<file path="src/design/olist_pkg.sv">
// Shared codes, defaults and controller/datapath interface types for the ordered list engine.
`default_nettype none

package olist_pkg;

    // Default sizing
    localparam int DEF_DEPTH = 16;
    localparam int DEF_WIDTH = 32;

    // Command codes
    localparam logic [2:0] CMD_APPEND = 3'd0;
    localparam logic [2:0] CMD_INSERT = 3'd1;
    localparam logic [2:0] CMD_POP    = 3'd2;
    localparam logic [2:0] CMD_DELETE = 3'd3;
    localparam logic [2:0] CMD_FIND   = 3'd4;
    localparam logic [2:0] CMD_DUMP   = 3'd5;

    // Status codes
    localparam logic [1:0] STS_OK    = 2'd0;
    localparam logic [1:0] STS_RANGE = 2'd1;
    localparam logic [1:0] STS_FULL  = 2'd2;
    localparam logic [1:0] STS_EMPTY = 2'd3;

    // Controller to datapath
    typedef struct packed {
        logic load;    // latch the request
        logic decide;  // check the request, set up the walk
        logic read;    // issue one walk read
        logic finish;  // commit and report
    } t_dp_cmd;

    // Datapath to controller
    typedef struct packed {
        logic walk;       // request needs a walk over the entries
        logic walk_last;  // the read being issued is the final one
    } t_dp_stat;

endpackage

`default_nettype wire

</file>
<file path="src/design/ordered_list_engine.sv">
// Top level of the ordered list engine: controller and datapath.
`default_nettype none

// A bounded ordered list of up to DEPTH words with append, insert, pop, delete,
// find and dump. A request is taken when i_start is high and o_busy is low;
// o_busy then stays high until the request has finished. Results come out
// one per cycle with o_valid high for a single cycle each and must be taken
// as they appear, since there is no back-pressure. A dump gives one result per
// stored entry with o_last on the final one, or one if empty; others give one.
// Timing is set by the single entry RAM port pair, walked one entry a cycle:
// append, pop and any rejected request go from decide straight to finish;
// insert, delete, find and dump walk the entries, if there are any, and
// drain before the finish: the entries from the position up for an insert,
// those above it for a delete, and the whole count for find and dump. Apart
// from a dump, the result appears in the first cycle with o_busy low; the
// final entry of a dump appears in the last cycle with o_busy high.

module ordered_list_engine #(
    parameter int DEPTH = olist_pkg::DEF_DEPTH,
    parameter int WIDTH = olist_pkg::DEF_WIDTH,
    parameter int CW    = $clog2(DEPTH + 1)
) (
    input  wire logic             i_clk,
    input  wire logic             i_rst_n,
    input  wire logic             i_start,
    output logic                  o_busy,
    input  wire logic [2:0]       i_command,
    input  wire logic [CW-1:0]    i_position,
    input  wire logic [WIDTH-1:0] i_value,
    output logic                  o_valid,
    output logic [1:0]            o_status,
    output logic                  o_found,
    output logic [CW-1:0]         o_count,
    output logic [WIDTH-1:0]      o_data,
    output logic                  o_last
);

    import olist_pkg::*;

    t_dp_cmd  w_cmd;
    t_dp_stat w_stat;

    olist_ctrl u_ctrl (
        .i_clk   (i_clk),
        .i_rst_n (i_rst_n),
        .i_start (i_start),
        .o_busy  (o_busy),
        .o_cmd   (w_cmd),
        .i_stat  (w_stat)
    );

    olist_dp #(
        .DEPTH (DEPTH),
        .WIDTH (WIDTH),
        .CW    (CW)
    ) u_dp (
        .i_clk      (i_clk),
        .i_rst_n    (i_rst_n),
        .i_cmd      (w_cmd),
        .o_stat     (w_stat),
        .i_command  (i_command),
        .i_position (i_position),
        .i_value    (i_value),
        .o_valid    (o_valid),
        .o_status   (o_status),
        .o_found    (o_found),
        .o_count    (o_count),
        .o_data     (o_data),
        .o_last     (o_last)
    );

endmodule

`default_nettype wire

</file>
<file path="src/design/olist_ram.sv">
// Generic simple dual-port RAM with registered read data.
`default_nettype none

module olist_ram #(
    parameter int WIDTH = olist_pkg::DEF_WIDTH,
    parameter int DEPTH = olist_pkg::DEF_DEPTH,
    parameter int AW    = (DEPTH > 1) ? $clog2(DEPTH) : 1
) (
    input  wire logic             i_clk,
    input  wire logic             i_we,
    input  wire logic [AW-1:0]    i_waddr,
    input  wire logic [WIDTH-1:0] i_wdata,
    input  wire logic [AW-1:0]    i_raddr,
    output logic      [WIDTH-1:0] o_rdata
);

    logic [WIDTH-1:0] r_mem [DEPTH];
    logic [WIDTH-1:0] r_rdata;

    // Write port and registered read port
    always_ff @(posedge i_clk) begin
        if (i_we) begin
            r_mem[i_waddr] <= i_wdata;
        end
        r_rdata <= r_mem[i_raddr];
    end

    assign o_rdata = r_rdata;

endmodule

`default_nettype wire

</file>
<file path="src/design/olist_ctrl.sv">
// Sequencing state machine for the ordered list engine.
`default_nettype none

module olist_ctrl (
    input  wire logic                i_clk,
    input  wire logic                i_rst_n,
    input  wire logic                i_start,
    output logic                     o_busy,
    output olist_pkg::t_dp_cmd       o_cmd,
    input  wire olist_pkg::t_dp_stat i_stat
);

    import olist_pkg::*;

    typedef enum logic [2:0] {
        S_IDLE,
        S_DECIDE,
        S_WALK,
        S_DRAIN,
        S_FINISH
    } t_state;

    t_state r_state;
    logic   r_busy;

    // State and busy flag
    always_ff @(posedge i_clk) begin
        if (!i_rst_n) begin
            r_state <= S_IDLE;
            r_busy  <= 1'b0;
        end else begin
            case (r_state)
                S_IDLE: begin
                    if (i_start) begin
                        r_state <= S_DECIDE;
                        r_busy  <= 1'b1;
                    end
                end
                S_DECIDE: begin
                    r_state <= i_stat.walk ? S_WALK : S_FINISH;
                end
                S_WALK: begin
                    if (i_stat.walk_last) begin
                        r_state <= S_DRAIN;
                    end
                end
                S_DRAIN: begin
                    r_state <= S_FINISH;
                end
                S_FINISH: begin
                    r_state <= S_IDLE;
                    r_busy  <= 1'b0;
                end
                default: begin
                    r_state <= S_IDLE;
                    r_busy  <= 1'b0;
                end
            endcase
        end
    end

    // Datapath commands decoded from state
    always_comb begin
        o_cmd        = '0;
        o_cmd.load   = (r_state == S_IDLE) && i_start;
        o_cmd.decide = (r_state == S_DECIDE);
        o_cmd.read   = (r_state == S_WALK);
        o_cmd.finish = (r_state == S_FINISH);
    end

    assign o_busy = r_busy;

endmodule

`default_nettype wire

</file>
<file path="src/design/olist_dp.sv">
// Datapath: request registers, entry count, entry RAM, walk pointer and result registers.
`default_nettype none

module olist_dp #(
    parameter int DEPTH = olist_pkg::DEF_DEPTH,
    parameter int WIDTH = olist_pkg::DEF_WIDTH,
    parameter int CW    = $clog2(DEPTH + 1),
    parameter int AW    = (DEPTH > 1) ? $clog2(DEPTH) : 1
) (
    input  wire logic                i_clk,
    input  wire logic                i_rst_n,
    input  wire olist_pkg::t_dp_cmd  i_cmd,
    output olist_pkg::t_dp_stat      o_stat,
    input  wire logic [2:0]          i_command,
    input  wire logic [CW-1:0]       i_position,
    input  wire logic [WIDTH-1:0]    i_value,
    output logic                     o_valid,
    output logic [1:0]               o_status,
    output logic                     o_found,
    output logic [CW-1:0]            o_count,
    output logic [WIDTH-1:0]         o_data,
    output logic                     o_last
);

    import olist_pkg::*;

    localparam logic [CW-1:0] FULL_COUNT = CW'(DEPTH);
    localparam logic [CW-1:0] ONE        = CW'(1);

    // Request and list state
    logic [2:0]       r_cmd;
    logic [CW-1:0]    r_pos;
    logic [WIDTH-1:0] r_val;
    logic [CW-1:0]    r_count, n_count;
    logic [1:0]       r_status;
    logic             r_found;

    // Walk state
    logic [AW-1:0]    r_addr;
    logic             r_up;
    logic [CW-1:0]    r_remaining;
    logic             r_rd_valid;
    logic [AW-1:0]    r_rd_addr;

    // Result registers
    logic             r_o_valid, n_o_valid;
    logic [1:0]       r_o_status, n_o_status;
    logic             r_o_found, n_o_found;
    logic [CW-1:0]    r_o_count, n_o_count;
    logic [WIDTH-1:0] r_o_data, n_o_data;
    logic             r_o_last, n_o_last;

    // RAM ports
    logic             w_we;
    logic [AW-1:0]    w_waddr;
    logic [WIDTH-1:0] w_wdata;
    logic [WIDTH-1:0] w_rdata;

    // Decision on the latched request
    logic [CW-1:0]    w_cnt_m1;
    logic [CW-1:0]    w_pos_p1;
    logic [1:0]       d_status;
    logic             d_walk;
    logic [AW-1:0]    d_start;
    logic             d_up;
    logic [CW-1:0]    d_len;

    assign w_cnt_m1 = r_count - ONE;
    assign w_pos_p1 = r_pos + ONE;

    always_comb begin
        d_status = STS_OK;
        d_walk   = 1'b0;
        d_start  = '0;
        d_up     = 1'b1;
        d_len    = r_count;
        case (r_cmd)
            CMD_APPEND: begin
                if (r_count >= FULL_COUNT) begin
                    d_status = STS_FULL;
                end
            end
            CMD_INSERT: begin
                if (r_count >= FULL_COUNT) begin
                    d_status = STS_FULL;
                end else if (r_pos > r_count) begin
                    d_status = STS_RANGE;
                end else begin
                    // shift up: read from the top entry down to the position
                    d_walk  = (r_pos < r_count);
                    d_start = w_cnt_m1[AW-1:0];
                    d_up    = 1'b0;
                    d_len   = r_count - r_pos;
                end
            end
            CMD_POP: begin
                if (r_count == '0) begin
                    d_status = STS_EMPTY;
                end
            end
            CMD_DELETE: begin
                if (r_count == '0) begin
                    d_status = STS_EMPTY;
                end else if (r_pos >= r_count) begin
                    d_status = STS_RANGE;
                end else begin
                    // shift down: read from just above the position to the top
                    d_walk  = (w_pos_p1 < r_count);
                    d_start = w_pos_p1[AW-1:0];
                    d_len   = w_cnt_m1 - r_pos;
                end
            end
            CMD_FIND: begin
                d_walk = (r_count != '0);
            end
            CMD_DUMP: begin
                if (r_count == '0) begin
                    d_status = STS_EMPTY;
                end else begin
                    d_walk = 1'b1;
                end
            end
            default: begin
                d_status = STS_OK;
            end
        endcase
    end

    assign o_stat.walk      = d_walk;
    assign o_stat.walk_last = (r_remaining == ONE);

    // Count after the request commits
    always_comb begin
        n_count = r_count;
        if (i_cmd.finish && (r_status == STS_OK)) begin
            case (r_cmd)
                CMD_APPEND, CMD_INSERT: n_count = r_count + ONE;
                CMD_POP, CMD_DELETE:    n_count = w_cnt_m1;
                default:                n_count = r_count;
            endcase
        end
    end

    // RAM write: shifted entries during the walk, the new word at the end
    always_comb begin
        w_we    = 1'b0;
        w_waddr = r_rd_addr;
        w_wdata = w_rdata;
        if (r_rd_valid && (r_cmd == CMD_INSERT)) begin
            w_we    = 1'b1;
            w_waddr = r_rd_addr + AW'(1);
        end else if (r_rd_valid && (r_cmd == CMD_DELETE)) begin
            w_we    = 1'b1;
            w_waddr = r_rd_addr - AW'(1);
        end else if (i_cmd.finish && (r_status == STS_OK) && (r_cmd == CMD_APPEND)) begin
            w_we    = 1'b1;
            w_waddr = r_count[AW-1:0];
            w_wdata = r_val;
        end else if (i_cmd.finish && (r_status == STS_OK) && (r_cmd == CMD_INSERT)) begin
            w_we    = 1'b1;
            w_waddr = r_pos[AW-1:0];
            w_wdata = r_val;
        end
    end

    olist_ram #(
        .WIDTH (WIDTH),
        .DEPTH (DEPTH),
        .AW    (AW)
    ) u_ram (
        .i_clk   (i_clk),
        .i_we    (w_we),
        .i_waddr (w_waddr),
        .i_wdata (w_wdata),
        .i_raddr (r_addr),
        .o_rdata (w_rdata)
    );

    // Result selection: one per dumped entry, otherwise one at the finish
    always_comb begin
        n_o_valid  = 1'b0;
        n_o_status = r_o_status;
        n_o_found  = r_o_found;
        n_o_count  = r_o_count;
        n_o_data   = r_o_data;
        n_o_last   = r_o_last;
        if (r_rd_valid && (r_cmd == CMD_DUMP)) begin
            n_o_valid  = 1'b1;
            n_o_status = STS_OK;
            n_o_found  = 1'b0;
            n_o_count  = r_count;
            n_o_data   = w_rdata;
            n_o_last   = (r_rd_addr == w_cnt_m1[AW-1:0]);
        end else if (i_cmd.finish && !((r_cmd == CMD_DUMP) && (r_status == STS_OK))) begin
            n_o_valid  = 1'b1;
            n_o_status = r_status;
            n_o_found  = r_found;
            n_o_count  = n_count;
            n_o_data   = '0;
            n_o_last   = 1'b1;
        end
    end

    // Control registers
    always_ff @(posedge i_clk) begin
        if (!i_rst_n) begin
            r_count    <= '0;
            r_rd_valid <= 1'b0;
            r_o_valid  <= 1'b0;
        end else begin
            r_count    <= n_count;
            r_rd_valid <= i_cmd.read;
            r_o_valid  <= n_o_valid;
        end
    end

    // Payload registers
    always_ff @(posedge i_clk) begin
        if (i_cmd.load) begin
            r_cmd <= i_command;
            r_pos <= i_position;
            r_val <= i_value;
        end
        if (i_cmd.decide) begin
            r_status    <= d_status;
            r_found     <= 1'b0;
            r_addr      <= d_start;
            r_up        <= d_up;
            r_remaining <= d_len;
        end else begin
            if (i_cmd.read) begin
                r_addr      <= r_up ? (r_addr + AW'(1)) : (r_addr - AW'(1));
                r_remaining <= r_remaining - ONE;
            end
            if (r_rd_valid && (r_cmd == CMD_FIND) && (w_rdata == r_val)) begin
                r_found <= 1'b1;
            end
        end
        r_rd_addr  <= r_addr;
        r_o_status <= n_o_status;
        r_o_found  <= n_o_found;
        r_o_count  <= n_o_count;
        r_o_data   <= n_o_data;
        r_o_last   <= n_o_last;
    end

    assign o_valid  = r_o_valid;
    assign o_status = r_o_status;
    assign o_found  = r_o_found;
    assign o_count  = r_o_count;
    assign o_data   = r_o_data;
    assign o_last   = r_o_last;

endmodule

`default_nettype wire

</file>
<file path="config.mk">
export PLATFORM = sky130hd
export DESIGN_NAME = ordered_list_engine
export DESIGN_NICKNAME = d
export VERILOG_FILES = /design/src/design/olist_pkg.sv /design/src/design/ordered_list_engine.sv /design/src/design/olist_ram.sv /design/src/design/olist_ctrl.sv /design/src/design/olist_dp.sv
export SDC_FILE = /design/constraint.sdc
export NUM_CORES = 1
export LEC_CHECK = 0
export BUFFER_PORTS_ARGS = -buffer_cell sky130_fd_sc_hd__buf_2
export CORE_UTILIZATION = 40
export CTS_BUF_LIST = sky130_fd_sc_hd__clkbuf_4 sky130_fd_sc_hd__clkbuf_8
export CTS_CLUSTER_SIZE = 25
export DETAILED_ROUTE_END_ITERATION = 8
export GPL_ROUTABILITY_DRIVEN = 0
export MAX_ROUTING_LAYER = met4
export PLACE_DENSITY_LB_ADDON = 0.3
export RECOVER_POWER = 50
export SYNTH_ARGS = -nofsm -noshare
export SYNTH_HDL_FRONTEND = slang
export SYNTH_SLANG_ARGS = --single-unit
</file>
<file path="constraint.sdc">
create_clock -name i_clk -period 6.5 [get_ports i_clk]
set_clock_uncertainty 0.2 [all_clocks]
set_input_delay 1.3 -clock i_clk [delete_from_list [all_inputs] [get_ports i_clk]]
set_output_delay 1.3 -clock i_clk [all_outputs]
set_load 0.01 [all_outputs]
</file>
Word level (Yosys, flattened, before mapping)
Memory sizes are Yosys's and may differ from the RTL's. A register that Yosys moved wholly into a read port is not among the register bits.
Cells that the tools add are included.
{"block": "classes", "n_reduce_logical": 26, "muxes": 59, "n_eq_ne": 14, "n_addsub": 10, "order_cmp": 5, "bitwise": 2}
{"operator": "32-bit two-way mux", "n": 6}
{"operator": "5-bit two-way mux", "n": 9}
{"operator": "4-bit two-way mux", "n": 11}
{"operator": "32-bit equality test", "n": 1}
{"operator": "5-bit case mux with 2 select lines", "n": 2}
{"operator": "1-bit two-way mux", "n": 19}
{"operator": "3-bit by 2-bit equality test with 1-bit output (second input constant)", "n": 4}
{"operator": "3-bit case mux with 4 select lines", "n": 1}
{"operator": "1-bit logical AND", "n": 11}
{"operator": "5-bit by 1-bit adder with 5-bit output (second input constant)", "n": 2}
{"operator": "5-bit < comparator", "n": 2}
{"operator": "5-bit by 1-bit subtractor with 5-bit output (second input constant)", "n": 2}
{"operator": "5-bit subtractor", "n": 2}
{"operator": "3-bit equality test (second input constant)", "n": 3}
{"operator": "3-bit two-way mux", "n": 3}
{"operator": "4-bit by 1-bit adder with 4-bit output (second input constant)", "n": 2}
{"operator": "2-bit two-way mux", "n": 4}
{"operator": "2-bit case mux with 4 select lines", "n": 1}
{"operator": "4-bit case mux with 2 select lines", "n": 1}
{"operator": "2-bit OR reduction", "n": 4}
{"operator": "4-bit by 1-bit subtractor with 4-bit output (second input constant)", "n": 2}
{"operator": "3-bit by 1-bit equality test with 1-bit output (second input constant)", "n": 2}
{"operator": "3-bit zero test", "n": 2}
{"operator": "5-bit by 1-bit equality test with 1-bit output (second input constant)", "n": 1}
{"operator": "15 further kinds", "n": 19}
{"block": "word_totals", "inputBits": 43, "register_bits": 109, "mem_bits_rw": 512, "out_inout_bits": 43, "elab_cells": 136, "memories": 1}
{"name": "u_dp.u_ram.r_mem", "words": 16, "word_bits": 32, "read_ports": 1, "rd_clocked_by_memory_dff": 1, "write_ports": 1, "line": "olist_ram.sv:17", "source": "logic [WIDTH-1:0] r_mem [DEPTH];"}

Depth between registers and ports, before layout
Gate-level depths: netlist of the first run.
{"block": "logic_depth", "ltp_word": 9, "ltp_mapped": 11, "mapped_depth_nobuf": 10}

Cells and area by module
From an unflattened synthesis of the first run, not the netlist that was laid out.
{"block": "hier_totals", "cells_unflattened": 1326, "area_unflattened_um2": 25777.2}
{"mod": "olist_ram", "cells_each": 838, "area_each_um2": 19835.3, "instances": 1, "seq_area_each_um2": 16015.4}
{"mod": "olist_dp", "cells_each": 469, "area_each_um2": 5760.5, "instances": 1, "seq_area_each_um2": 3002.9}
{"mod": "olist_ctrl", "cells_each": 19, "area_each_um2": 181.4, "instances": 1, "seq_area_each_um2": 80.1}

Least setup slack after synthesis of the first run
OpenSTA, ideal clock, no wires.
{"block": "synth_timing", "path_type": "input to register", "from": "input i_start", "to": "register u_dp.r_cmd[0] (enable)", "setup_ns": 0.438, "arrival_time_ns": 3.036, "path_stages": 2, "n_path_buf": 0, "t_required_ns": 5.862, "setup_slack_ns": 2.827, "cell_sequence": "nand2_1 nor2_1"}
{"item": "start: declaration", "line": "ordered_list_engine.sv:25", "source": "input wire logic i_start,"}
{"item": "end signal: assignment", "line": "olist_dp.sv:220", "source": "r_cmd <= i_command;"}
{"item": "end: declaration", "line": "olist_dp.sv:31", "source": "logic [2:0] r_cmd;"}

Final worst setup path of the first run
{"block": "layout_timing", "from": "register u_dp.r_addr[1]", "to": "register u_dp.r_addr[3], data pin"}
{"block": "layout_between", "elab_chain_len": 4, "word_cells_on_any_way": 5, "classes_between": "add/sub (2); mux (3)"}
{"item": "start: declaration", "line": "olist_dp.sv:39", "source": "logic [AW-1:0] r_addr;"}
{"item": "start signal: assignment", "line": "olist_dp.sv:227", "source": "r_addr <= d_start;"}
{"item": "start signal: assignment", "line": "olist_dp.sv:232", "source": "r_addr <= r_up ? (r_addr + AW'(1)) : (r_addr - AW'(1));"}
{"item": "4-bit by 1-bit subtractor with 4-bit output or 4-bit by 1-bit adder with 4-bit output (tied branches)", "line": "olist_dp.sv:232"}
{"item": "4-bit two-way mux (*)", "line": "olist_dp.sv:232"}
{"item": "4-bit two-way mux (*)", "line": "olist_dp.sv:231", "source": "if (i_cmd.read) begin"}
{"item": "4-bit two-way mux (*)", "line": "olist_dp.sv:224", "source": "if (i_cmd.decide) begin"}
Mark *: on every way between the ends. The rest lies on a longest branch, timed or not. The select of a mux whose other input is x is not followed.
A chain may end at the register's enable or synchronous reset.

==> results.md, run 1 <==
- Count of antenna-violating nets left after detailed routing: 0
- Storage cell area: around 19,000 sq um
- Metal2 WL: about 29,000 um
- Type of the setup path with the least slack: flop to flop
- Initial core utilization: 0.4077
- Root Driver: clkbuf_8
- Total Neg Setup Slack: 0 ns
- Fill cell instance count of the final layout: about 5,300
- Wire length of the first global-routing pass: a little under 90,000 um
- Design internal power: between 7 and 8 mW
- Clock Power Share: 0.376
- RSZ-0062 raised after global routing: no
- Number of input and output port buffers inserted: 85
- Leakage power summed over all cells: 9.465 nW
- Area of the multi-input gates: about 6300 sq um
- Outcome: finished, violations left
- Critical Path Start Type: flop
- Number of antenna violations at the first check in global routing: 3
- Yosys synthesis warning count: 0
- Clock tree from TritonCTS: done
- Area enclosed by the die boundary: about 66,000 sq um
- Relative max-transition margin: -1.653
- Number of clock sinks: between 600 and 700
- Average wire length per cell after detail routing: 25.12 um
- Number of top-level pins: 86
- Post-synthesis async set-or-reset flop share: 0
- Wire length on met1: between 20,000 and 30,000 um
- Tmin final: approximately 4.8 ns
- Total standard cell area after synthesis: ~26,000 sq um
- Utilization after layout: 0.4615
- Detailed Route Iter0 Violations: 1,190
- Synth Net Count: roughly 1,300
- Clock transition at the register clock pins on the worst setup and hold paths after CTS: 0.06 ns
- Via count of the routed design: 12,680
- CTS Hold Bufs: 0
- Post-route cell area: just under 30,000 sq um
- Part of the total power dissipated in combinational logic: 0.099
- Detailed-placement wirelength estimate: approximately 33,000 um
- Core outline area: ~63,000 sq um
- Tot GR Track Use: 0.1872
- Post-route total power: approximately 9.5 mW
- Ratio of total power to cell area: about 320 nW/um^2
- Pins over their slew limit: approximately 310
- Post-DP Area: between 20,000 and 30,000 sq um
- Met3 routed WL: 3603 um
- Vias in the first global route: 13,250
- Cts bufs inserted: 104
- Share of the cycle needed by the critical path after routing: 0.7432
- Reg2Reg Setup Slack: approximately 1.7 ns
- Number of library cell types mapped by synthesis: 63
- Max Clk Rate: approximately 210 MHz
- Layout overhead on the synthesized area: 13.20%
- DRC violation count after routing: 0
- Synthesized area per cell: approximately 20 sq um
- Final Hold Fails: 0
- Post-CTS Repair Setup Buffers: 0
- Max-Cap Viols: 7
- Highest ir drop seen on vdd: roughly 0.16 mV
- Number of levels the H-tree was split into: 3
- Sequential element share of the synthesized area: 0.7386
- Placement row count: between 90 and 100
- Pin count of the biggest net entering global routing: approximately 130
- Switching Share: 0.2378
- Worst endpoint data arrival time: approximately 5 ns
- Number of search-and-repair iterations in the first detailed-routing pass: 5
- DIE HEIGHT: between 200 and 300 um
- Number of vias per cell: around 5.4
- Portion of total power attributed to sequential cells: 0.525
- Critical path fanouts, max: 131
- Fraction of final layout cells with drive strength greater than 1: 0.2846
- Aggregate routed wire length: 59,060 um
- CP required: 6.69 ns
- Worst-margin pin slew: 3.980 ns
- Min-Delay Path Class: flop to flop
- Violations in the final reports: capacitance limit, slew limit
- Nets: around 1,500
- NetSw: 2.258 mW
- # resized after CTS: 0
- Top metal layer carrying routed signals: met4
- Most used flip-flop cell after synthesis: edfxtp_1
- Flip-flop and latch count after synthesis: 653
- Gate count of the mapped netlist: between 1,000 and 1,500
- Die width: 256.2 um
- Count of flip-flops with a built-in enable after synthesis: between 600 and 700
- Total gr overflow: 0
- Number of buffers on the longest clock path: 3
- Clock latency at the later pin of the worst-skew pair: between 0.7 and 0.8 ns
- CP Capture Type: flop
- Final number of setup-violating endpoints: 0
==> critical path, stage by stage (launching register included) <==
cell and delay (ns):
edfxtp_1 0.32, clkbuf_2 2.68, ha_1 0.64, a21o_1 0.18, a21oi_1 0.17, xnor2_1 0.13, a21oi_1 0.10
==> per-stage QoR <==
step,hold slack [ns],worst slack [ns],std cells
global route,0.3511,1.405,2351
detailed placement,0.2644,2.907,2159
global placement,0.2484,3.046,2159
finish,0.2856,1.670,2351
floorplan,0.1462,2.827,1261
CTS,0.2720,2.875,2350
==> flip-flops by register name, indices dropped and copies added, names as in the netlist, 5 cells and up <==
register,flops
u_dp.u_ram.r_mem,512
u_dp.o_data,32
u_dp.r_val,32
u_dp.u_ram.o_rdata,32
u_dp.o_count,5
u_dp.r_count,5
u_dp.r_pos,5
u_dp.r_remaining,5
==> cell families after synthesis <==
kind of cell,synth area share
DFF,0.7386
muxes,0.1557
and+or+nand+nor,0.03407
AOI/OAI and AO/OA,0.02173
buffers and inverters,0.01621
xor gates and xnor gates,0.02066
adders and majority gates,0.01297
==> Yosys cell counts (4+ instances only) <==
cell type	count	share of area
edfxtp_1	602	0.70
mux4_2	160	0.14
dfxtp_1	51	0.039
and2_1	42	0.010
nor2_1	38	0.0055
mux2_2	34	0.015
xor2_1	32	0.011
nand2_1	30	0.0044
xnor2_1	29	0.0098
clkbuf_1	24	0.0035
ha_1	22	0.011
inv_1	20	0.0029
a21oi_1	18	0.0035
o21ai_0	17	0.0033
buf_6	14	0.0061
buf_2	9	0.0017
nand3_1	9	0.0017
nor2b_1	8	0.0019
buf_1	7	0.0010
nand2b_1	7	0.0017
a31oi_1	6	0.0015
nor4_1	6	0.0015
a21o_1	5	0.0015
a22oi_1	5	0.0015
nand4_1	5	0.0012
nor3_1	5	0.00097
a221oi_1	4	0.0014
mux2i_1	4	0.0015
==> placed cells by master (no fill, tap or decap), types with 6 or more instances in the layout <==
cell,instances
clkbuf_8,114
clkinv_2,11
nor2_4,8
a31oi_1,6
buf_2,32
clkbuf_4,44
nor2b_1,8
inv_1,21
xor2_1,32
and2_1,22
clkbuf_1,57
buf_4,18
edfxtp_1,602
mux4_2,160
o21ai_0,18
dfxtp_1,51
mux2_1,10
nand2_1,30
a21oi_1,18
nand3_1,10
nand2b_1,7
nor4_1,6
xnor2_1,29
and2_0,20
mux2_2,24
clkinv_1,12
ha_1,22
nor2_1,30
==> layer usage <==
layer | global-route usage | up-vias
li1 | - | 5455
met1 | 0.2511 | 6696
met2 | 0.2979 | 432
met3 | 0.02827 | 93
met4 | 0.05339 | 0
met5 | - | -
==> power by group through the flow <==
stage	clock [mW]	combinational, mW	sequential [mW]
after floorplan	0	0.646	5.03
after global placement	0	0.901	5.08
after detailed placement	0	0.924	5.07
after CTS	3.66	0.928	4.99
after global routing	3.85	1.02	5.00
final	3.57	0.938	4.99
==> worst paths after layout <==
kind,cells past startpoint,start,to
min,2,u_dp.r_found,u_dp.r_found
max reg2reg,6,u_dp.r_addr[1],u_dp.r_addr[3]
max,6,u_dp.r_addr[1],u_dp.r_addr[3]
min reg2reg,2,u_dp.r_found,u_dp.r_found
==> final cells by class <==
| cell class | instances | area share |
|---|---|---|
| well taps | 846 | 0.03616 |
| repair buffers | 109 | 0.01825 |
| flip-flops and latches | 653 | 0.6525 |
| clock buffers | 158 | 0.06489 |
| multi-input cells | 529 | 0.2169 |
| diodes | 1 | 0.00008550 |
| clock inverters | 33 | 0.008336 |
| inverters | 22 | 0.002821 |
No activity file was read; power rests on OpenSTA's default activity.
==> run 2: changes to the inputs <==
- clock period: 6.5 -> 4.9 ns (I/O delays scaled with it)
==> run 2 against run 1 <==
The run still ends with capacitance limit, slew limit left. Worst setup slack worse by 1.0 ns. Clock-buffer cell count shrank 14. Via count rose by 0.65%. Die area unchanged. Critical path type unchanged.
==> results.md, run 2 (synthesis results as in run 1) <==
- Cell count of the worst reg-to-reg path: 5 (was 6)
- Tot GR Track Use: 0.1902 (was 0.1872)
- Cell with the biggest individual delay on the critical path: nand2b_1 (was clkbuf_2)
- Min-Delay Path Class: input pin to flop (was flop to flop)
- Number of vias per cell: 5.374 (was 5.392)
- Count of antenna-violating nets left after detailed routing: 0 (unchanged)
- Via count of the routed design: 12,760 (was 12,680)
- Area of the multi-input gates: 6430 sq um (was 6350 sq um)
- Highest ir drop seen on vdd: 0.2370 mV (was 0.1584 mV)
- Max Clk Rate: 234.7 MHz (was 207.0 MHz)
- CTS Hold Bufs: 0 (unchanged)
- Detailed Route Iter0 Violations: 1,140 (was 1,190)
- Pins over their slew limit: 137 (was 313)
- Portion of total power attributed to sequential cells: 0.527 (was 0.525)
- Post-placement setup slack: 1.256 ns (was 2.907 ns)
- Total gr overflow: 0 (unchanged)
- Worst-margin pin slew: 2.964 ns (was 3.980 ns)
- Clock transition at the register clock pins on the worst setup and hold paths after CTS: 0.06 ns (about the same)
- Number of top-level pins: 86 (unchanged)
- Vias in the first global route: 13,430 (was 13,250)
- Violations in the final reports: capacitance limit, slew limit (unchanged)
- Cts bufs inserted: 106 (was 104)
- Max-Cap Viols: 4 (was 7)
- Ratio of total power to cell area: 427.9 nW/um^2 (was 324.5 nW/um^2)
- Bufs and invs on worst path: 1 (unchanged)
- Storage cell area: 19,100 sq um (unchanged)
- Kind of cell with the highest combined delay on the critical path: simple AND/OR/NAND/NOR gates (was buffers and inverters)
- Aggregate routed wire length: 59,420 um (was 59,060 um)
- Fill cell instance count of the final layout: 5,300 (was 5,310)
- CP required: 5.04 ns (was 6.69 ns)
- Most common cell after layout, fill and taps aside: edfxtp_1 (unchanged)
- Number of buffers on the longest clock path: 3 (unchanged)
- Total Neg Setup Slack: 0 ns (unchanged)
- Worst path setup slack after routing: 0.6399 ns (was 1.670 ns)
- Number of flip-flops in the largest register: 512 (unchanged)
- Number of search-and-repair iterations in the first detailed-routing pass: 7 (was 5)
- Clock tree from TritonCTS: done (unchanged)
- Relative max-transition margin: -0.9835 (was -1.653)
- Design internal power: 9.567 mW (was 7.241 mW)
- Reg2Reg Setup Slack: 0.64 ns (was 1.67 ns)
- NetSw: 3.054 mW (was 2.258 mW)
- Leakage power summed over all cells: 9.535 nW (was 9.465 nW)
- Critical Path Start Type: flop (unchanged)
- Switching Share: 0.2420 (was 0.2378)
- Die width: 256.2 um (unchanged)
- Total number of cells along the worst setup path: 5 (was 6)
- Initial core utilization: 0.4077 (unchanged)
- Area enclosed by the die boundary: 65,660 sq um (unchanged)
- Root Driver: clkbuf_8 (unchanged)
- Fraction of final layout cells with drive strength greater than 1: 0.2908 (was 0.2846)
- Utilization after layout: 0.4650 (was 0.4615)
- Number of antenna violations at the first check in global routing: 1 (was 3)
- Largest incremental delay on the critical path: 0.76 ns (was 2.68 ns)
- Clock latency at the later pin of the worst-skew pair: 0.70 ns (was 0.71 ns)
- Top reg by flops: u_dp.u_ram.r_mem (unchanged)
- Layout overhead on the synthesized area: 14.07% (was 13.20%)
- Final Hold Fails: 0 (unchanged)
- Number of levels the H-tree was split into: 3 (unchanged)
- Part of the total power dissipated in combinational logic: 0.098 (was 0.099)
- DIE HEIGHT: 256.2 um (unchanged)
- Nets: 1,504 (was 1,487)
- Final number of setup-violating endpoints: 0 (unchanged)
- Clock Power Share: 0.375 (was 0.376)
- Detailed-placement wirelength estimate: 36,840 um (was 32,730 um)
- Worst endpoint data arrival time: 4.40 ns (was 5.02 ns)
- # resized after CTS: 0 (unchanged)
- Worst hold path stage count: 1 (was 2)
- Average wire length per cell after detail routing: 25.03 um (was 25.12 um)
- Critical path fanouts, max: 22 (was 131)
- Core outline area: 63,430 sq um (unchanged)
- Placement row count: 92 (unchanged)
- Post-CTS Repair Setup Buffers: 0 (unchanged)
- Wire length of the first global-routing pass: 88,980 um (was 87,200 um)
- Tmin final: 4.260 ns (was 4.830 ns)
- DRC violation count after routing: 0 (unchanged)
- Top library cells by usage in the layout, fill and taps aside: edfxtp_1 (602), mux4_2 (160), clkbuf_8 (113), clkbuf_1 (53), dfxtp_1 (51) (was edfxtp_1 (602), mux4_2 (160), clkbuf_8 (114), clkbuf_1 (57), dfxtp_1 (51))
- Share of the cycle needed by the critical path after routing: 0.8694 (was 0.7432)
- CP Capture Type: flop (unchanged)
- Number of clock sinks: 653 (unchanged)
- RSZ-0062 raised after global routing: no (unchanged)
- Pin count of the biggest net entering global routing: 47 (was 132)
- Outcome: finished, violations left (unchanged)
- Cell-by-cell trace of the critical path: nor3b_1, nand3_1, nand2b_1, clkbuf_2, mux2_1 (was clkbuf_2, ha_1, a21o_1, a21oi_1, xnor2_1, a21oi_1)
- Number of input and output port buffers inserted: 85 (unchanged)
- Type of the setup path with the least slack: flop to flop (unchanged)
==> run 2: per-layer routing <==
metal  GRT usage  vias to the layer above  wire (um)
met5           -                        -          0
met3     0.03490                      108       3651
met1      0.2597                     6718      26040
met2      0.2946                      432      28490
li1            -                     5501          -
met4     0.04990                        0       1235
==> run 2: worst register-to-register path, stage by stage, from the launching register on <==
cell      delay (ns)
dfxtp_1         0.38
nor3b_1         0.65
nand3_1         0.46
nand2b_1        0.76
clkbuf_2        0.72
mux2_1          0.73
==> run 2: worst paths after layout <==
kind	from	end
setup / recovery	u_ctrl.r_state[0]	u_dp.u_ram.r_mem[8][16]
hold / removal	i_position[2]	u_dp.r_pos[2]
setup reg to reg	u_ctrl.r_state[0]	u_dp.u_ram.r_mem[8][16]
hold reg to reg	u_dp.o_found	u_dp.o_found
==> run 2: stage by stage <==
stage	cell area (sq um)	hold WS (ns)	std cells	power, mW
6_report	29490	0.2581	2374	12.62
3_5_place_dp	27470	0.2975	2174	8.021
2_1_floorplan	25860	0.1462	1261	7.534
4_1_cts	29620	0.1863	2373	12.76
3_3_place_gp	27470	0.2884	2174	7.999
5_1_grt	29490	0.2016	2374	13.08
==> run 2: area by class of cell <==
cell class | count | area share
Tap cell | 846 | 0.03589
Clock buffer | 144 | 0.06062
Antenna cell | 1 | 0.00008485
Inverter | 22 | 0.002800
Timing Repair Buffer | 124 | 0.02261
Clock inverter | 55 | 0.01243
Multi-Input combinational cell | 529 | 0.2180
Sequential cell | 653 | 0.6475
==> run 2: power groups by stage <==
| stage | clock network, mW | logic, mW | registers (mW) |
|---|---|---|---|
| after floorplan | 0 | 0.857 | 6.68 |
| after global placement | 0 | 1.24 | 6.76 |
| final | 4.73 | 1.24 | 6.65 |
| after detailed placement | 0 | 1.26 | 6.76 |
| after CTS | 4.85 | 1.27 | 6.64 |
| after global routing | 5.07 | 1.34 | 6.66 |
==> run 3: changes to the inputs <==
- BUFFER_PORTS_ARGS: -buffer_cell sky130_fd_sc_hd__buf_2 -> not set
- DONT_BUFFER_PORTS: not set -> 1
==> run 3 against run 2 <==
The run still ends with capacitance limit, slew limit left. Sequential cell count is the same. Utilization shrank 0.49 points. Via count shrank 2.6%. Register-to-register slack gained 0.13 ns. Clock-buffer cell count shrank 9. Cell count shrank 4.1%. Die area is the same. Critical path type unchanged.
==> results.md, run 3 (synthesis results as in run 1) <==
- Outcome: finished, violations left (unchanged)
- Violations in the final reports: capacitance limit, slew limit (unchanged)
- Wire length of the first global-routing pass: 87,930 um (was 88,980 um)
- Core outline area: 63,430 sq um (unchanged)
- Max Clk Rate: 242.1 MHz (was 234.7 MHz)
- # resized after CTS: 0 (unchanged)
- Launching point of the worst reg2reg path: u_dp.r_cmd[0] (was u_ctrl.r_state[0])
- Via count of the routed design: 12,430 (was 12,760)
- Number of levels the H-tree was split into: 3 (unchanged)
- Design internal power: 9.625 mW (was 9.567 mW)
- RSZ-0062 raised after global routing: no (unchanged)
- Post-CTS Repair Setup Buffers: 0 (unchanged)
- Worst-margin pin slew: 2.723 ns (was 2.964 ns)
- Share of the cycle needed by the critical path after routing: 0.8431 (was 0.8694)
- Number of search-and-repair iterations in the first detailed-routing pass: 5 (was 7)
- Clock transition at the register clock pins on the worst setup and hold paths after CTS: 0.06 ns (about the same)
- Count of antenna-violating nets left after detailed routing: 0 (unchanged)
- Reg2Reg Setup Slack: 0.77 ns (was 0.64 ns)
- Clock latency at the later pin of the worst-skew pair: 0.70 ns (about the same)
- Critical Path Start Type: flop (unchanged)
- Root Driver: clkbuf_8 (unchanged)
- Portion of total power attributed to sequential cells: 0.526 (was 0.527)
- Pins over their slew limit: 131 (was 137)
- Number of vias per cell: 5.463 (was 5.374)
- Area enclosed by the die boundary: 65,660 sq um (unchanged)
- Total gr overflow: 0 (unchanged)
- Number of antenna violations at the first check in global routing: 0 (was 1)
- CP required: 5.03 ns (was 5.04 ns)
- Part of the total power dissipated in combinational logic: 0.092 (was 0.098)
- Post-placement setup slack: 1.227 ns (was 1.256 ns)
- Top library cells by usage in the layout, fill and taps aside: edfxtp_1 (602), mux4_2 (160), clkbuf_8 (113), dfxtp_1 (51), clkinv_1 (33) (was edfxtp_1 (602), mux4_2 (160), clkbuf_8 (113), clkbuf_1 (53), dfxtp_1 (51))
- Number of clock sinks: 653 (unchanged)
- Leakage power summed over all cells: 9.329 nW (was 9.535 nW)
- Number of flip-flops in the largest register: 512 (unchanged)
- Relative max-transition margin: -0.8156 (was -0.9835)
- Number of top-level pins: 86 (unchanged)
- Tot GR Track Use: 0.1897 (was 0.1902)
- Layout overhead on the synthesized area: 12.86% (was 14.07%)
- Critical path fanouts, max: 16 (was 22)
- Highest ir drop seen on vdd: 0.2665 mV (was 0.2370 mV)
- Min-Delay Path Class: input pin to flop (unchanged)
- Switching Share: 0.2406 (was 0.2420)
- Origin of the worst setup path: u_dp.r_cmd[0] (was u_ctrl.r_state[0])
- Tmin final: 4.131 ns (was 4.260 ns)
- Final Hold Fails: 0 (unchanged)
- Number of input and output port buffers inserted: 0 (was 85)
- Top reg by flops: u_dp.u_ram.r_mem (unchanged)
- CTS Hold Bufs: 0 (unchanged)
- Ratio of total power to cell area: 434.3 nW/um^2 (was 427.9 nW/um^2)
- DRC violation count after routing: 0 (unchanged)
- Final number of setup-violating endpoints: 0 (unchanged)
- Detailed-placement wirelength estimate: 35,780 um (was 36,840 um)
- Vias in the first global route: 12,980 (was 13,430)
- Die width: 256.2 um (unchanged)
- Cts bufs inserted: 102 (was 106)
- Worst hold path stage count: 0 (was 1)
- Number of buffers on the longest clock path: 3 (unchanged)
- DIE HEIGHT: 256.2 um (unchanged)
- Max-Cap Viols: 5 (was 4)
- Fraction of final layout cells with drive strength greater than 1: 0.2638 (was 0.2908)
- Initial core utilization: 0.4077 (unchanged)
- Detailed Route Iter0 Violations: 1,113 (was 1,140)
- Cell count of the worst reg-to-reg path: 5 (unchanged)
- Type of the setup path with the least slack: flop to flop (unchanged)
- Worst path setup slack after routing: 0.7686 ns (was 0.6399 ns)
- Clock tree from TritonCTS: done (unchanged)
- Average wire length per cell after detail routing: 26.20 um (was 25.03 um)
- Placement row count: 92 (unchanged)
- NetSw: 3.049 mW (was 3.054 mW)
- Total Neg Setup Slack: 0 ns (unchanged)
- Worst endpoint data arrival time: 4.26 ns (was 4.40 ns)
- Critical hold path startpoint: i_value[2] (was i_position[2])
- Most common cell after layout, fill and taps aside: edfxtp_1 (unchanged)
- Clock Power Share: 0.382 (was 0.375)
- Hold path endpoint: u_dp.r_val[2] (was u_dp.r_pos[2])
- Capture instance of the worst register-to-register path: u_dp.u_ram.r_mem[5][8] (was u_dp.u_ram.r_mem[8][16])
- CP Capture Type: flop (unchanged)
- Nets: 1,409 (was 1,504)
- Aggregate routed wire length: 59,640 um (was 59,420 um)
- Pin count of the biggest net entering global routing: 132 (was 47)
==> run 3: changes by cell type in the layout (fill, tap and decap cells not counted), sizes merged <==
cell	previous run	this run
buf	68	25
inv	25	28
clkbuf	200	143
clkinvlp	4	1
clkinv	44	43
bufinv	4	7
==> run 3: worst max-delay path by stage <==
stage | endpoint | slack, ns | depth (start not counted)
floorplan | u_dp.u_ram.r_mem[0][0] | 1.31 | 7
detailed placement | u_dp.u_ram.r_mem[9][0] | 1.23 | 6
CTS | u_dp.u_ram.r_mem[9][4] | 1.22 | 6
finish | u_dp.u_ram.r_mem[5][8] | 0.77 | 5
global placement | u_dp.u_ram.r_mem[2][22] | 1.35 | 7
global route | u_dp.u_ram.o_rdata[10] | 0.46 | 2
==> run 3: metrics by stage <==
stage	cell area [sq um]	hold slack [ns]	util	power, mW	instances
4_1_cts	29280	0.09938	0.4617	12.81	2275
3_3_place_gp	27100	0.3310	0.4272	7.956	2083
2_1_floorplan	25860	0.1462	-	7.534	1261
6_report	29180	0.1724	0.4601	12.67	2276
5_1_grt	29180	0.1091	0.4600	13.12	2275
3_5_place_dp	27100	0.3066	0.4272	7.982	2083
==> run 3: metal layers <==
metal	vias to the layer above	track usage	part of all wire	wire, um
met5	-	-	0	0
met1	6537	0.2610	0.44	26050
met2	481	0.2858	0.47	28170
li1	5314	-	-	-
met3	101	0.04330	0.071	4241
met4	0	0.04874	0.020	1176
==> run 3: area by class of cell <==
| class | count | area (sq um) |
|---|---|---|
| Tap cell | 846 | 1059 |
| Fill cell | 5291 | 34250 |
| Clock buffer | 135 | 1720 |
| Clock inverter | 57 | 465.4 |
| Timing Repair Buffer | 33 | 320.3 |
| Inverter | 22 | 82.58 |
| Multi-Input combinational cell | 529 | 6432 |
| Sequential cell | 653 | 19100 |
| Antenna cell | 1 | 2.502 |
==> run 3: worst max-delay path, cell delays in order (launching register included) <==
cell and delay [ns]:
edfxtp_1 0.57, nor2b_1 0.55, nand2_1 0.28, nand2b_1 0.71, clkbuf_1 0.82, mux2_1 0.62
==> run 3: power by group through the flow <==
stage	Clock (mW)	Combinational, mW	Sequential [mW]
6_report	4.84	1.17	6.67
5_1_grt	5.17	1.27	6.68
4_1_cts	4.94	1.21	6.66
3_5_place_dp	0	1.20	6.78
3_3_place_gp	0	1.18	6.78
2_1_floorplan	0	0.857	6.68
